[src/sv/hierarchical_bitmap_ordered_set_assert.svh]
// ----------------------------------------------------------------------------
// Assertion macros for the bitmap ordered set
// Clocked property checks; define NO_ASSERTIONS to compile them out.
// ----------------------------------------------------------------------------
`ifndef HIERARCHICAL_BITMAP_ORDERED_SET_ASSERT_SVH
`define HIERARCHICAL_BITMAP_ORDERED_SET_ASSERT_SVH
`ifndef NO_ASSERTIONS
`define HBOS_ASSERT(lbl, clk, rst_n, prop) \
  lbl: assert property (@(posedge clk) disable iff (!rst_n) prop) \
    else $error("hbos: assertion failed");
`define HBOS_ASSERT_ALWAYS(lbl, clk, prop) \
  lbl: assert property (@(posedge clk) prop) \
    else $error("hbos: assertion failed");
`else
`define HBOS_ASSERT(lbl, clk, rst_n, prop)
`define HBOS_ASSERT_ALWAYS(lbl, clk, prop)
`endif
`endif

[src/sv/hbos_pkg.sv]
// ----------------------------------------------------------------------------
// hbos_pkg
// Shared constants, codes, control structs and bit-scan functions.
// ----------------------------------------------------------------------------
package hbos_pkg;

  localparam int unsigned CAPACITY   = 4096;
  localparam int unsigned WORD_W     = 64;
  localparam int unsigned LEAF_COUNT = CAPACITY / WORD_W;
  localparam int unsigned BIT_AW     = $clog2(WORD_W);
  localparam int unsigned LEAF_AW    = $clog2(LEAF_COUNT);
  localparam int unsigned ELEM_W     = LEAF_AW + BIT_AW;
  localparam int unsigned CMD_W      = 3;
  localparam int unsigned KEY_W      = 14;
  localparam int unsigned UNIV_W     = 13;
  localparam int unsigned STAT_W     = 2;

  localparam logic [UNIV_W-1:0] UNIV_RESET = UNIV_W'(CAPACITY);
  localparam logic [UNIV_W-1:0] UNIV_MAX   = UNIV_W'(CAPACITY);
  localparam logic [KEY_W-1:0]  FOUND_NONE = '1;

  typedef logic [WORD_W-1:0] word_t;

  typedef enum logic [CMD_W-1:0] {
    CMD_INSERT   = 3'd0,
    CMD_ERASE    = 3'd1,
    CMD_CONTAINS = 3'd2,
    CMD_LOWER    = 3'd3,
    CMD_UPPER    = 3'd4,
    CMD_PRED     = 3'd5
  } cmd_e;

  typedef enum logic [STAT_W-1:0] {
    ST_OK    = 2'd0,
    ST_FALSE = 2'd1,
    ST_RANGE = 2'd2
  } status_e;

  typedef enum logic [2:0] {
    S_IDLE,
    S_RD1,
    S_EV1,
    S_RD2,
    S_EV2,
    S_OUT
  } state_e;

  typedef struct packed {
    logic accept;
    logic rd1;
    logic ev1;
    logic rd2;
    logic ev2;
    logic load_out;
  } ctrl_t;

  typedef struct packed {
    logic early;
    logic chain;
  } dp_stat_t;

  function automatic logic [BIT_AW-1:0] lsb_index(word_t v);
    word_t t;
    logic [BIT_AW-1:0] r;
    t = v;
    r = '0;
    for (int i = BIT_AW - 1; i >= 0; i--) begin
      if ((t & ((word_t'(1) << (1 << i)) - word_t'(1))) == '0) begin
        r[i] = 1'b1;
        t    = t >> (1 << i);
      end
    end
    return r;
  endfunction

  function automatic logic [BIT_AW-1:0] msb_index(word_t v);
    word_t t;
    logic [BIT_AW-1:0] r;
    t = v;
    r = '0;
    for (int i = BIT_AW - 1; i >= 0; i--) begin
      if ((t >> (1 << i)) != '0) begin
        r[i] = 1'b1;
        t    = t >> (1 << i);
      end
    end
    return r;
  endfunction

endpackage

[src/sv/hbos_ctrl.sv]
// ----------------------------------------------------------------------------
// hbos_ctrl
// Command sequencer: early exit or leaf read, evaluate, optional second leaf pass, output.
// ----------------------------------------------------------------------------
`include "hierarchical_bitmap_ordered_set_assert.svh"

module hbos_ctrl (
  input  logic               clk_i,
  input  logic               rst_ni,
  input  logic               cmd_valid_i,
  output logic               cmd_ready_o,
  output logic               res_valid_o,
  input  logic               res_ready_i,
  input  hbos_pkg::dp_stat_t stat_i,
  output hbos_pkg::ctrl_t    ctrl_o
);
  import hbos_pkg::*;

  state_e state_q, state_d;
  logic   out_valid_q, out_valid_d;

  always_comb begin
    state_d = state_q;
    case (state_q)
      S_IDLE: begin
        if (cmd_valid_i) begin
          state_d = stat_i.early ? S_OUT : S_RD1;
        end
      end
      S_RD1: state_d = S_EV1;
      S_EV1: state_d = stat_i.chain ? S_RD2 : S_OUT;
      S_RD2: state_d = S_EV2;
      S_EV2: state_d = S_OUT;
      S_OUT: begin
        if (!out_valid_q || res_ready_i) begin
          state_d = S_IDLE;
        end
      end
      default: state_d = S_IDLE;
    endcase
  end

  always_comb begin
    ctrl_o      = '0;
    cmd_ready_o = 1'b0;
    case (state_q)
      S_IDLE: begin
        cmd_ready_o   = 1'b1;
        ctrl_o.accept = cmd_valid_i;
      end
      S_RD1: ctrl_o.rd1 = 1'b1;
      S_EV1: ctrl_o.ev1 = 1'b1;
      S_RD2: ctrl_o.rd2 = 1'b1;
      S_EV2: ctrl_o.ev2 = 1'b1;
      S_OUT: ctrl_o.load_out = !out_valid_q || res_ready_i;
      default: ;
    endcase
  end

  always_comb begin
    out_valid_d = out_valid_q;
    if (ctrl_o.load_out) begin
      out_valid_d = 1'b1;
    end else if (res_ready_i) begin
      out_valid_d = 1'b0;
    end
  end

  always_ff @(posedge clk_i or negedge rst_ni) begin
    if (!rst_ni) begin
      state_q     <= S_IDLE;
      out_valid_q <= 1'b0;
    end else begin
      state_q     <= state_d;
      out_valid_q <= out_valid_d;
    end
  end

  assign res_valid_o = out_valid_q;

  `HBOS_ASSERT(a_accept_leaves_idle, clk_i, rst_ni, ctrl_o.accept |=> state_q != S_IDLE)
  `HBOS_ASSERT(a_valid_from_load, clk_i, rst_ni, $rose(out_valid_q) |-> $past(ctrl_o.load_out))

endmodule

[config.mk]
export PLATFORM = sky130hd
export DESIGN_NAME = hbos_ctrl
export DESIGN_NICKNAME = d
export VERILOG_FILES = /design/src/sv/hbos_pkg.sv /design/src/sv/hbos_ctrl.sv
export VERILOG_INCLUDE_DIRS = /design/src /design/src/sv
export SDC_FILE = /design/constraint.sdc
export NUM_CORES = 1
export LEC_CHECK = 0
export ABC_AREA = 1
export BUFFER_PORTS_ARGS = -buffer_cell sky130_fd_sc_hd__buf_2
export CORE_AREA = 2 2 39 41
export CTS_CLUSTER_DIAMETER = 60
export DETAILED_ROUTE_END_ITERATION = 6
export DIE_AREA = 0 0 41 43
export HOLD_SLACK_MARGIN = 0.1
export MAX_ROUTING_LAYER = met4
export SLEW_MARGIN = 20
export SYNTH_ARGS = -nofsm -noshare
export SYNTH_HDL_FRONTEND = slang
export SYNTH_SLANG_ARGS = --single-unit
[constraint.sdc]
create_clock -name clk_i -period 1.4 [get_ports clk_i]
set_input_delay 0.07 -clock clk_i [delete_from_list [all_inputs] [get_ports clk_i]]
set_output_delay 0.07 -clock clk_i [all_outputs]
set_load 0.005 [all_outputs]
* Yosys cells after proc, flatten, opt, wreduce, memory -nomap -nowiden
Cells that the tools add are included.
Operators by class: equality and inequality tests 7, multiplexer cells 14, reduce and logical (&&, ||, !) cells 5
Operators with widths (count):
- 3-bit one-hot mux with 6 select lines | 1
- 3-bit 2-to-1 mux | 4
- 1-bit 2-to-1 mux | 9
- 3-bit by 2-bit == test with 1-bit output, second input constant | 2
- 3-bit == test, second input constant | 2
- 2-bit inequality test, second input constant | 2
- 3-bit by 1-bit == test with 1-bit output, second input constant | 1
- 3-bit logical NOT | 1
- 2-bit AND reduction | 1
- 2-bit nonzero test | 1
- 1-bit logical NOT | 1
- 1-bit logical OR | 1
Storage, ports and cells: register bits after elaboration 4, input port bits 6, output and inout port bits 8

* Longest topological paths before layout
Gate-level depths: netlist of run 1.
word-level depth 4, depth in mapped cells 6

* Worst setup path before layout of run 1
No wires, ideal clock.
path type reg-to-reg, from register state_q[1], to register state_q[2], arrival time 0.786 ns, slack 0.495 ns, stages on the path, launching flop included 5, cells stage by stage dfrtp_1 -> nor2_1 -> nand3_1 -> nand3_1 -> nand2_1
On the way: word-level cells in the longest chain between the ends 3
RTL lines:
- start, declared | RTL line hbos_ctrl.sv:19 | state_e state_q, state_d;
- start signal, assigned | RTL line hbos_ctrl.sv:74 | state_q <= state_d;
- 3-bit == test or 3-bit logical NOT (tied branches) | RTL line hbos_ctrl.sv:24 | case (state_q)
- 2-bit inequality test (no source line)
- 2-bit AND reduction (no source line)
Several ways; a longest one is shown, not always the timed one. A chain may end at the register's enable or synchronous reset.

==> results of run 1 <==
critical path, cell delays in order (launching register included):
cell and delay, ns:
dfrtp_1 0.41, nor2_1 0.19, nand2_1 0.09, nor2_1 0.09, buf_2 0.11
timing repair:
item,CTS,global route
buffers inserted,0,0
hold buffers,2,0
endpoints found under the hold margin,5,0
placed cells by master, fill, tap and decap left out:
| cell type | instances |
|---|---|
| nand3_1 | 3 |
| nor2_2 | 2 |
| inv_2 | 3 |
| nor3_1 | 2 |
| nor2_1 | 5 |
| o21ai_0 | 2 |
| inv_1 | 7 |
| buf_2 | 13 |
| dfrtp_1 | 4 |
| clkbuf_4 | 3 |
| nand2_1 | 10 |
| dlygate4sd3_1 | 2 |
| o21ai_1 | 2 |
per-layer routing:
metal,up-vias,track usage (%)
met1,122,8.09
li1,156,-
met2,5,10.9
met4,0,6.00
met5,-,-
met3,0,4.71
per-stage QoR:
step | setup WS (ns) | util, % | hold slack (ns) | std cells
4_1_cts | 0.189 | 27.4 | 0.101 | 74
5_1_grt | 0.0196 | 27.4 | 0.107 | 74
6_report | 0.219 | 27.4 | 0.0995 | 74
3_5_place_dp | 0.422 | 24.3 | -0.119 | 69
2_1_floorplan | 0.495 | - | -0.226 | 41
3_3_place_gp | 0.439 | 24.3 | -0.121 | 69
power breakdown:
part / total, mW / internal, mW / switching [mW]
combinational: 0.377 / 0.158 / 0.219
sequential: 0.228 / 0.172 / 0.0565
clock: 0.140 / 0.0957 / 0.0441
flip-flops by register name, summed over array words and instances (netlist names):
register / flops
state_q: 3
res_valid_o: 1
final cells by class:
type	instances	area [sq um]	share of cell area, %
multi-input combinational	26	114	30.0
sequential	4	100	26.4
timing repair buffer	15	85.1	22.4
inverter	10	37.5	9.90
clock buffer	3	22.5	5.94
tap	16	20.0	5.28
worst paths after layout:
check,depth (start not counted),to,slack (ns),startpoint
max,4,ctrl_o[5],0.22,state_q[1]
min,3,state_q[1],0.1,stat_i[0]
max reg2reg,4,state_q[2],0.44,state_q[1]
min reg2reg,2,res_valid_o,0.54,res_valid_o
max in group asynchronous,2,state_q[1],1.11,rst_ni
min in group asynchronous,2,state_q[2],0.17,rst_ni
logic make-up (layout without fill, tap and decap cells):
logic type,count (synthesis),in the layout,synth area share [%]
and+or+nand+nor,22,22,36.2
buffers and inverters,11,28,17.4
AOI/OAI and AO/OA,4,4,7.73
DFF,4,4,38.6
==> impl_metrics.env, run 1 <==
export IMPL_cts_tree="built"
export IMPL_worstHoldPathType="in -> reg"
export IMPL_met2_length_um=273
export IMPL_dominantRegCellSynth="dfrtp_1"
export IMPL_ctsRootBufferMaster="clkbuf_4"
export IMPL_clkSinkCount=4
export IMPL_drcViolationCount=0
export IMPL_p_per_area_mw_per_mm2=1970
export IMPL_status="finished clean"
export IMPL_yosysTopAreaCell="dfrtp_1"
export IMPL_drt_wirelength_per_cell_um=7.23
export IMPL_setup_viol=0
export IMPL_cp_end_kind="output pin"
export IMPL_cts_buffers=3
export IMPL_synth_top_cell_area_share_pct=38.6
export IMPL_hold_viol=0
export IMPL_synth_edf_count=0
export IMPL_synthesis_nets=47
export IMPL_ys_types=11
export IMPL_vdd_ir_drop_max_mv=0.435
export IMPL_clock_fmax_mhz=847
export IMPL_gp_congestion=0.656
export IMPL_fin_crit_ns=1.18
export IMPL_slew_headroom_pct=84.3
export IMPL_cts_max_path_buffers=2
export IMPL_path_max_fanout=4
export IMPL_startpoint_type="flop"
export IMPL_nFillCells=158
export IMPL_cp_arrival_ns=1.11
export IMPL_fp_dieH_um=43
export IMPL_crit_required_ns=1.33
export IMPL_top_layer="met3"
export IMPL_ys_ff_latch=4
export IMPL_rsz0062_at_grt="false"
export IMPL_placeableCoreArea_sq_mm=0.00138
export IMPL_track_usage_pct=8.04
export IMPL_grt_pass1_wl_um=869
export IMPL_firstDrtPassIters=4
export IMPL_fin_crit_sh_pct=84.3
export IMPL_initialDrtViolationCount=3
export IMPL_avgViaCountPerCell=3.82
export IMPL_io_buffers=13
export IMPL_ys_seq_area_share_pct=38.6
export IMPL_yosys_top_cells_area="dfrtp_1 39%, nand2_1 14%, inv_1 10%, nor2_1 7.2%, nand3_1 5.8%"
export IMPL_power_leakage_nw=0.237
export IMPL_maxCapViolations=0
export IMPL_netlist_instances=41
export IMPL_worst_slew_pin_slew_ns=0.235
export IMPL_wirelength_um=535
export IMPL_detailed_place_hpwl_um=464
export IMPL_routed_wl_met3_um=32
export IMPL_initial_core_util_pct=18.7
export IMPL_die_area_sq_mm=0.00176
export IMPL_die_w_um=41
export IMPL_grt_max_degree=8
export IMPL_ant_nets=0
export IMPL_place_area_sq_um=337
export IMPL_h_tree_depth=1
export IMPL_path_clk_slew_ns=0.03
export IMPL_synthMostInstantiatedCell="nand2_1"
export IMPL_setup_tns_ns=0
export IMPL_slew_viol_final=0
export IMPL_syn_avg_cell_area_sq_um=6.32
export IMPL_path_class="reg -> out"
export IMPL_clk_latency_ns=0.23
export IMPL_stdcell_area_sq_um=379
export IMPL_syn_area_sq_um=259
export IMPL_grt_pass1_vias=244
export IMPL_grt_overflow=0
export IMPL_synth_warnings=0
export IMPL_boundaryPins=14
export IMPL_final_nets=66
export IMPL_power_mw=0.745
export IMPL_async_reset_ff_share_pct=100
export IMPL_drive_above_1_share_pct=36.2
export IMPL_drt_met1_wl_um=229
export IMPL_diodes=0
export IMPL_antenna_found_initial=0
export IMPL_postCtsResizedCells=0
export IMPL_areaGrowthSynthToFinish_pct=46.4
export IMPL_row_count=14
export IMPL_num_vias=283
export IMPL_yosys_top_cells_count="10 x nand2_1, 7 x inv_1, 5 x nor2_1"
export IMPL_finClkSkew_ns=0.00569
(Power assumes the default switching activity.)
==> run 2, diff against run 1 <==
==> constraint.sdc (replaced) <==
create_clock -name clk_i -period 1.2 [get_ports clk_i]
set_input_delay 0.06 -clock clk_i [delete_from_list [all_inputs] [get_ports clk_i]]
set_output_delay 0.06 -clock clk_i [all_outputs]
set_load 0.005 [all_outputs]
==> run 2 against run 1 <==
Effect of this change: combinational power increased by 18%; sequential share of layout area decreased by 0.61 points; cell count increased by 1.4%; count of clock-buffer cells in the layout unchanged; critical endpoint is now ctrl_o[0]; largest cell class unchanged; largest power group unchanged; highest routed layer unchanged.
==> impl_metrics.env, run 2 (synthesis results as in run 1) <==
export IMPL_status="finished clean"
export IMPL_regToRegSetupSlack_ns=0.23
export IMPL_fin_crit_ns=1.13
export IMPL_hold_slack_ns=0.163
export IMPL_p_comb_share_pct=50.2
export IMPL_seq_power_share_pct=31.9
export IMPL_fin_util_pct=28.4
export IMPL_place_ws_ns=0.222
export IMPL_drive_above_1_share_pct=40.7
export IMPL_nFillCells=162
export IMPL_cp_arrival_ns=1.07
export IMPL_r2r_start="state_q[1]"
export IMPL_hold_viol=0
export IMPL_top_layer="met3"
export IMPL_met2_length_um=257
export IMPL_p_int_mw=0.508
export IMPL_boundaryPins=14
export IMPL_row_count=14
export IMPL_grt_overflow=0
export IMPL_rsz0062_at_grt="true"
export IMPL_final_cells=75
export IMPL_stdcell_area_sq_um=393
export IMPL_dp_cells=69
export IMPL_areaGrowthSynthToFinish_pct=51.7
export IMPL_path_max_fanout=4
export IMPL_pwr_share_clk_pct=17.9
export IMPL_initialDrtViolationCount=3
export IMPL_p_switching_mw=0.381
export IMPL_setup_viol=0
export IMPL_grt_max_degree=8
export IMPL_avgViaCountPerCell=4.01
export IMPL_clkSinkCount=4
export IMPL_antenna_found_initial=0
export IMPL_cts_tree="built"
export IMPL_detailed_place_hpwl_um=453
export IMPL_fp_dieH_um=43
export IMPL_drt_wirelength_per_cell_um=7.25
export IMPL_startpoint_type="flop"
export IMPL_ant_nets=0
export IMPL_die_w_um=41
export IMPL_finClkSkew_ns=0.00355
export IMPL_finalWorstSetupSlack_ns=0.0662
export IMPL_slew_headroom_pct=87.5
export IMPL_path_clk_slew_ns=0.04
export IMPL_slew_viol_final=0
export IMPL_routed_wl_met3_um=37
export IMPL_layout_common_cells="13 x buf_2, 10 x nand2_1, 6 x inv_1"
export IMPL_power_leakage_nw=0.238
export IMPL_drt_met1_wl_um=249
export IMPL_final_common_cell="buf_2"
export IMPL_maxCapViolations=0
export IMPL_r2r_cells=4
export IMPL_r2r_end="state_q[2]"
export IMPL_final_nets=67
export IMPL_grt_pass1_vias=244
export IMPL_fin_crit_sh_pct=94.5
export IMPL_drcViolationCount=0
export IMPL_wirelength_um=544
export IMPL_die_area_sq_mm=0.00176
export IMPL_ctsRootBufferMaster="clkbuf_4"
export IMPL_regMostFlops="state_q"
export IMPL_placeableCoreArea_sq_mm=0.00138
export IMPL_io_buffers=13
export IMPL_gp_congestion=0.687
export IMPL_place_area_sq_um=337
export IMPL_cp_end_kind="output pin"
export IMPL_worst_slew_pin_slew_ns=0.187
export IMPL_vdd_ir_drop_max_mv=0.724
export IMPL_initial_core_util_pct=18.7
export IMPL_crit_required_ns=1.14
export IMPL_num_vias=301
export IMPL_grt_pass1_wl_um=910
export IMPL_largest_reg_flops=3
export IMPL_path_class="reg -> out"
export IMPL_firstDrtPassIters=4
export IMPL_clk_latency_ns=0.23
export IMPL_worstHoldPathType="in -> async"
export IMPL_h_tree_depth=1
export IMPL_diodes=0
export IMPL_setup_tns_ns=0
export IMPL_p_per_area_mw_per_mm2=2260
export IMPL_track_usage_pct=8.35
export IMPL_cts_max_path_buffers=2
export IMPL_clock_fmax_mhz=882
export IMPL_swShare_pct=42.9
export IMPL_cts_buffers=3
export IMPL_power_mw=0.889
export IMPL_post_cts_buffers=0
==> run 2: cell types whose count changed in the layout (fill, tap and decap cells not counted), sizes merged <==
cell	change
dlygate4sd3	+1
==> run 2: routing by layer <==
metal	vias up	track usage [%]
met1	134	9.06
met3	0	4.71
li1	162	-
met5	-	-
met2	5	10.9
met4	0	6.00
==> run 2: timing repair <==
item                       CTS  global route
hold endpoints to repair     6             0
hold buffers                 3             0
resized for setup            0             3
setup endpoints to repair    0             5
==> run 2: area by class of cell <==
type | count | area [sq um] | share of cell area, %
tap | 16 | 20.0 | 5.10
sequential | 4 | 101 | 25.8
clock buffer | 3 | 22.5 | 5.73
inverter | 10 | 37.5 | 9.55
timing repair buffer | 16 | 95.1 | 24.2
multi-input combinational | 26 | 116 | 29.6
==> run 2: how the worst max path moves through the flow <==
stage / start / to / slack [ns] / depth (start not counted)
5_1_grt: state_q[0] / ctrl_o[0] / -0.009 / 5
3_5_place_dp: state_q[1] / state_q[2] / 0.22 / 4
6_report: state_q[1] / ctrl_o[0] / 0.07 / 4
3_3_place_gp: state_q[1] / state_q[2] / 0.22 / 4
2_1_floorplan: state_q[1] / state_q[2] / 0.30 / 4
4_1_cts: state_q[1] / ctrl_o[5] / 0.01 / 4
==> run 2: worst max-delay path, cell delays in order, from the launching register on <==
cell and delay (ns):
dfrtp_1 0.42, nor2_2 0.16, nand2_1 0.07, nor2_1 0.08
buf_2 0.11
==> run 2: power by group through the flow <==
stage	sequential (mW)	combinational [mW]	clock [mW]
floorplan	0.262	0.300	0
global placement	0.270	0.439	0
detailed placement	0.273	0.440	0
CTS	0.272	0.450	0.170
global route	0.296	0.522	0.177
finish	0.284	0.446	0.159
